`src/rclpt_pkg.sv`:
```
// ----------------------------------------------------------------------------
// rclpt_pkg
// Shared types, constants and the slot hash multipliers for the reference-counted
// linear-probe table.
// ----------------------------------------------------------------------------
package rclpt_pkg;

  localparam int unsigned TableEntries = 256;
  localparam int unsigned SlotBits     = $clog2(TableEntries);
  localparam int unsigned CountBits    = 16;
  localparam int unsigned TagBits      = 16;

  localparam logic [63:0] HashMulA = 64'hff51afd7ed558ccd;
  localparam logic [63:0] HashMulB = 64'hc4ceb9fe1a85ec53;
  localparam int unsigned HashShift = 33;

  typedef enum logic [2:0] {
    StOk        = 3'd0,
    StFull      = 3'd1,
    StNotFound  = 3'd2,
    StKeyZero   = 3'd3,
    StSaturated = 3'd4
  } status_e;

  typedef enum logic {
    OpAcquire = 1'b0,
    OpRelease = 1'b1
  } op_e;

  typedef struct packed {
    logic        op;
    logic [63:0] key;
    logic [15:0] buffer_tag;
    logic        write_back_request;
  } req_t;

  typedef struct packed {
    logic [2:0]  status;
    logic [7:0]  slot;
    logic [15:0] count_after;
    logic        entry_freed;
    logic        free_memory;
    logic [15:0] freed_buffer_tag;
    logic        do_write_back;
    logic        release_buffer;
  } rsp_t;

  typedef struct packed {
    logic [63:0]          key;
    logic [CountBits-1:0] count;
    logic [TagBits-1:0]   tag;
  } entry_t;

  // Hash unit control between the sequencer and the hash unit.
  typedef struct packed {
    logic        start;
    logic [63:0] key;
  } hash_req_t;

  typedef struct packed {
    logic                done;
    logic [SlotBits-1:0] home;
  } hash_rsp_t;

endpackage

```
`src/rclpt_hash.sv`:
```
// ----------------------------------------------------------------------------
// rclpt_hash
// Multi-cycle murmur3 64-bit finalizer. Each 64x64 product is split into
// 32x32 partial products, one per cycle, and accumulated.
// ----------------------------------------------------------------------------
module rclpt_hash import rclpt_pkg::*; (
  input  logic      clk_i,
  input  logic      rst_ni,
  input  hash_req_t req_i,
  output hash_rsp_t rsp_o
);

  localparam logic [3:0] HsIdle = 4'd0;
  localparam logic [3:0] HsM0   = 4'd1;
  localparam logic [3:0] HsM1   = 4'd2;
  localparam logic [3:0] HsM2   = 4'd3;
  localparam logic [3:0] HsX1   = 4'd4;
  localparam logic [3:0] HsN0   = 4'd5;
  localparam logic [3:0] HsN1   = 4'd6;
  localparam logic [3:0] HsN2   = 4'd7;
  localparam logic [3:0] HsDone = 4'd8;

  logic [3:0]  state_q, state_d;
  logic [63:0] val_q, val_d;
  logic [63:0] acc_q, acc_d;
  logic [31:0] mul_a, mul_b;
  logic [63:0] prod;
  logic [63:0] mconst;

  assign mconst = (state_q == HsN0 || state_q == HsN1 || state_q == HsN2) ?
                  HashMulB : HashMulA;

  always_comb begin
    mul_a = val_q[31:0];
    mul_b = mconst[31:0];
    case (state_q)
      HsM1, HsN1: begin
        mul_a = val_q[31:0];
        mul_b = mconst[63:32];
      end
      HsM2, HsN2: begin
        mul_a = val_q[63:32];
        mul_b = mconst[31:0];
      end
      default: begin
        mul_a = val_q[31:0];
        mul_b = mconst[31:0];
      end
    endcase
  end

  assign prod = {32'd0, mul_a} * {32'd0, mul_b};

  always_comb begin
    state_d = state_q;
    val_d   = val_q;
    acc_d   = acc_q;
    case (state_q)
      HsIdle: begin
        if (req_i.start) begin
          val_d   = req_i.key ^ (req_i.key >> HashShift);
          state_d = HsM0;
        end
      end
      HsM0, HsN0: begin
        acc_d   = prod;
        state_d = state_q + 4'd1;
      end
      HsM1, HsN1: begin
        acc_d   = acc_q + {prod[31:0], 32'd0};
        state_d = state_q + 4'd1;
      end
      HsM2: begin
        val_d   = acc_q + {prod[31:0], 32'd0};
        state_d = HsX1;
      end
      HsX1: begin
        val_d   = val_q ^ (val_q >> HashShift);
        state_d = HsN0;
      end
      HsN2: begin
        val_d   = acc_q + {prod[31:0], 32'd0};
        val_d   = val_d ^ (val_d >> HashShift);
        state_d = HsDone;
      end
      HsDone: begin
        state_d = HsIdle;
      end
      default: begin
        state_d = HsIdle;
      end
    endcase
  end

  always_ff @(posedge clk_i or negedge rst_ni) begin
    if (!rst_ni) begin
      state_q <= HsIdle;
    end else begin
      state_q <= state_d;
    end
  end

  always_ff @(posedge clk_i) begin
    val_q <= val_d;
    acc_q <= acc_d;
  end

  assign rsp_o.done = (state_q == HsDone);
  assign rsp_o.home = val_q[SlotBits-1:0];

endmodule
```
`config.mk`:
```
export PLATFORM = sky130hd
export DESIGN_NAME = rclpt_hash
export DESIGN_NICKNAME = d
export VERILOG_FILES = /design/src/rclpt_pkg.sv /design/src/rclpt_hash.sv
export SDC_FILE = /design/constraint.sdc
export NUM_CORES = 2
export LEC_CHECK = 0
export BUFFER_PORTS_ARGS = -buffer_cell sky130_fd_sc_hd__buf_2
export CAP_MARGIN = 15
export CORE_ASPECT_RATIO = 2
export CORE_MARGIN = 2
export CORE_UTILIZATION = 45
export DETAILED_ROUTE_END_ITERATION = 8
export REMOVE_ABC_BUFFERS = 1
export SYNTH_ARGS = -nofsm -noshare
export SYNTH_HDL_FRONTEND = slang
export SYNTH_SLANG_ARGS = --single-unit
```
`constraint.sdc`:
```
create_clock -name clk_i -period 12.8 [get_ports clk_i]
set_input_delay 2.56 -clock clk_i [delete_from_list [all_inputs] [get_ports clk_i]]
set_output_delay 2.56 -clock clk_i [all_outputs]
set_load 0.05 [all_outputs]
```
# Yosys cells after proc, flatten, opt, wreduce, memory -nomap -nowiden
# Index checks and enable logic that the tools add are counted.
# classes
addsub	2
mul	1
n_eq_ne	9
n_mux	8
bitwise	3
n_reduce_logical	10
# ops
operator	n
$pmux W64 S4	1
$xor A64 B31 Y64	3
$pmux W64 S2	1
$add A64 B64 Y64	1
$mul A32 B32 Y64	1
$mux W32	2
$mux W64	1
$mux W62	1
$pmux W4 S5	1
$eq A4 B3 Y1 const B	4
$eq A4 B2 Y1 const B	2
$reduce_or A2 Y1	3
$add A4 B1 Y4 const B	1
$eq A4 B1 Y1 const B	1
$eq A4 B4 Y1 const B	1
$logic_not A4 Y1	1
$mux W4	1
$reduce_bool A4 Y1	1
$reduce_or A4 Y1	1
$logic_or A1 B1 Y1	2
$ne A2 B2 Y1 const B	1
$reduce_and A2 Y1	1
$reduce_bool A2 Y1	1
# word_totals
register_bits	132
inputBits	67
output_inout_bits	9
elab_cells	36

# Longest topological paths before layout
# logic_depth
word_depth	9
ltp_mapped	44
depth_no_buf	39

# Worst setup path after synthesis
# OpenSTA, ideal clock, no wires.
# synth_timing
kind	reg-to-reg
from	register state_q[0]
to	register val_q[29] (data pin)
setup_time_ns	0.268
arrival_time_ns	10.270
required_time_ns	12.532
setup_slack_ns	2.262
path_stages_with_launch	42
path_buffers	5
synth_period_minus_slack_ns	10.538
cell_sequence	dfrtp_1 > inv_1 > ha_1 > o31ai_1 > inv_1 > clkbuf_1 > clkbuf_1 > ha_1 > clkbuf_1 > clkbuf_1 > nor2_1 > fa_1 > inv_1 > fa_1 > inv_1 > fa_1 > inv_1 > fa_1 > [... 6 more ...] > fa_1 > ha_1 > buf_2 > and4_1 > a221oi_1 > a21boi_1 > o21ai_1 > nand2_1 > xor2_1 > ha_1 > a21oi_1 > o21ai_0 > a21oi_1 > o41ai_2 > a311oi_1 > xnor2_1 > xnor2_1 > o21ai_1
# synth_between
elab_chain_cells	9
word_cells_on_any_way	18
classes_between	1 x add/sub; 1 x mul; 6 x eq/ne; 4 x mux; 1 x bitwise; 5 x reduce/logical
# synth_lines
item	line_no	text
start: declaration	rclpt_hash.sv:23	logic [3:0] state_q, state_d;
start signal: assignment	rclpt_hash.sv:97	state_q <= HsIdle;
start signal: assignment	rclpt_hash.sv:99	state_q <= state_d;
$eq A4 B3 Y1, on equally long branches	rclpt_hash.sv:30, rclpt_hash.sv:36	
$logic_or A1 B1 Y1 (2 in a row)	rclpt_hash.sv:30	assign mconst = (state_q == HsN0 || state_q == HsN1 || state_q == HsN2) ?
$mux W62	rclpt_hash.sv:30	
$mux W32	rclpt_hash.sv:36	case (state_q)
$mul A32 B32 Y64	rclpt_hash.sv:52	assign prod = {32'd0, mul_a} * {32'd0, mul_b};
$add A64 B64 Y64	rclpt_hash.sv:82	val_d = acc_q + {prod[31:0], 32'd0};
$xor A64 B31 Y64	rclpt_hash.sv:83	val_d = val_d ^ (val_d >> HashShift);
$pmux W64 S4 (*)	rclpt_hash.sv:58	case (state_q)
via val_d[29]	rclpt_hash.sv:24	logic [63:0] val_q, val_d;
end signal: assignment	rclpt_hash.sv:104	val_q <= val_d;
end: declaration	rclpt_hash.sv:24	
# Mark *: on every way through the listed nets, which the timed path passes. The rest lies on a longest branch.
# A chain may end at the register's enable or synchronous reset.

# Worst setup path in the final report
# layout_timing
from	register state_q[2]
to	register val_q[29] (data pin)
# Same word-level chain as after synthesis.

==> results.txt <==
Final setup fails - 0
Share of layout cells above drive strength 1 - 0.0594
Worst-Margin Slew - 1.21 ns
GRT overflow - 0
Most Frequent Cell on Critical Path - fa_1
Crit. Startpoint - state_q[2]
Gr usage total - 0.379
R2R Path End - val_q[29]
Register-to-Register Path Depth - 34
Clock transition at path regs - 0.06 ns
YS warnings - 0
Via Count - 28600
Synthesized instance count - 3901
Crit path required time - 12.97 ns
CP endpoint - val_q[29]
Cell count after placement - 5009
Top post-synthesis cells by area - fa_1 45%, ha_1 11%, edfxtp_1 10%, inv_1 9.3%, nand2_1 2.8%
Worst setup path class - reg -> reg
CTS root buf - clkbuf_16
Hold Crit Class - reg -> reg
Detail Placement HPWL - 138000 um
EDFF count, synth - 128
Starting Density - 0.453
Top_reg_cell synth - edfxtp_1
Most common cell after layout, fill and taps aside - inv_1
Fin cells - 5044
Final instance area - 40700 um^2
Routed len/inst - 31.8 um
Synth top area share - 0.452
Crit Reg-Reg Startpoint - state_q[2]
Worst Skew - 0.00897 ns
Dominant cell type by area after synthesis - fa_1
Hold Buf Count CTS - 0
Max Fclk - 82.3 MHz
CP max FO - 25
FFs w/ async S/R, synth - 0.0303
Status - completed
Avg Inst Size Synth - 9.80 um^2
First-pass GRT wire length - 228000 um
Number of global-route vias before repair - 32100
Synth-to-layout area growth - 6.62%
Total CTS buffers - 17
Post-Route Utilization - 0.482
Core area - 84500 um^2
Final Critical Period - 12.15 ns
CP max stage delay - 0.79 ns
Pin count of the biggest net entering global routing - 63
WL final - 160000 um
Clock latency on the worst-skew pair - 0.44 ns
Initial antenna violation count - 7
Port Buffers - 75
DRC viols - 0
Synth unique cells - 83
Internal reg-to-reg setup slack - 0.65 ns
Area of the die - 87400 um^2
Max-cap violations - 0
DRT iter0 DRCs - 2008
Post-CTS setup buffers - 0
Max Slew Vio Count - 0
Cts repair resizes - 0
Post-Syn Area - 38200 um^2
I/O Pins - 76
# rows - 151
Final GP Congestion - 1.10
Worst setup EP type - flop
CTS tree - done
WP data arrival - 12.32 ns
Unrepaired setup endpoints after global routing - no
Setup TNS - 0 ns
DR vias/cell - 5.66
Period utilization - 0.949
DP Area - 40200 um^2
Hold Path Cell Cnt - 2
Sink Count - 132
Fillers - 8093
Post-layout nets - 5221
Flops & latches, synth - 132
Startpoint types - flop
Die height - 416 um
Die W - 210 um
Drt first pass iters - 6
Rel. slew slack - 0.196
Most frequent cells in the layout - 947 x inv_1, 862 x fa_1, 333 x ha_1
Fin. Hold Viols - 0
Crit-path slowest cell - mux2i_1
Sequential element share of the synthesized area - 0.103
Max clock buf depth - 2
H-tree lvl count - 4
Antenna-violating nets left - 0
==> layer usage <==
layer,wire length [um],up-vias,global-route usage
met1,47500,14600,0.351
met5,31,-,0
met4,22700,6,0.413
li1,-,12200,-
met3,7260,641,0.0599
met2,82700,1148,0.670
==> cells by family (layout without fill, tap and decap cells) <==
logic type / after synthesis / in the layout / share of synthesized area
AO/OA/AOI/OAI: 490 / 490 / 0.0852
XOR/XNOR: 167 / 167 / 0.0386
buffers and inverters: 1083 / 1152 / 0.108
multiplexers: 22 / 22 / 0.00579
adder cells (fa/ha/maj): 1196 / 1196 / 0.561
AND/OR/NAND/NOR: 810 / 810 / 0.0985
other: 1 / 4 / 0.0000981
flip-flops: 132 / 132 / 0.103
==> worst min path at each step <==
stage / from / endpoint / slack, ns
detailed placement: acc_q[31] / val_q[31] / 0.51
CTS: acc_q[31] / val_q[31] / 0.53
global placement: acc_q[31] / val_q[31] / 0.51
global route: acc_q[31] / val_q[31] / 0.55
finish: acc_q[31] / val_q[31] / 0.54
floorplan: acc_q[31] / val_q[31] / 0.48
==> sequential cells by signal (all words and copies together) (netlist names) <==
register	flops
acc_q	64
state_q	4
val_q	64
==> worst max-delay path: cells and delay by family, from the launching register on <==
kind                     cells  cell delay, ns
AO/OA/AOI/OAI                9            2.09
multiplexers                 1            0.79
XOR/XNOR                     3            0.87
flip-flops                   1            0.47
AND/OR/NAND/NOR              6            1.58
buffers and inverters        5            1.11
adder cells (fa/ha/maj)     10            4.92
==> cell usage after synthesis, types with 7 or more instances <==
library cell	count
clkbuf_1	93
ha_1	334
nor3_1	27
nand2_1	287
xnor2_1	79
o21ai_0	96
edfxtp_1	128
a31oi_1	11
nor2b_1	11
buf_2	16
nand4_1	13
a221o_1	9
nand3_1	65
o211a_1	9
xor2_1	87
and2_1	76
fa_1	862
or2_2	7
o21bai_1	17
buf_4	8
a21o_1	60
o211ai_1	14
o21ai_1	17
nand2b_1	69
nor2_1	207
inv_2	7
a211oi_1	12
o21a_1	11
a222oi_1	19
mux2i_1	21
inv_1	949
and3_1	16
a221oi_1	9
a21oi_1	148
buf_1	7
==> stage by stage <==
| stage | setup slack [ns] | hold WS, ns |
|---|---|---|
| floorplan | -2.42 | 0.484 |
| global route | 0.351 | 0.547 |
| detailed placement | 1.05 | 0.514 |
| global placement | 1.00 | 0.514 |
| CTS | 0.975 | 0.529 |
| finish | 0.648 | 0.537 |
==> layout make-up <==
type,instances,area (um^2),share of cell area
antenna,3,7.51,0.000184
clock buffer,18,429,0.0105
clock inverter,13,138,0.00338
inverter,959,3600,0.0883
multi-input combinational,2686,30200,0.742
sequential,132,3940,0.0968
tap,1071,1340,0.0329
timing repair buffer,162,1070,0.0263
Power is left out: the tool's default activity adds up to more than one toggle a clock period on the data nets, which glitch-free logic cannot reach.
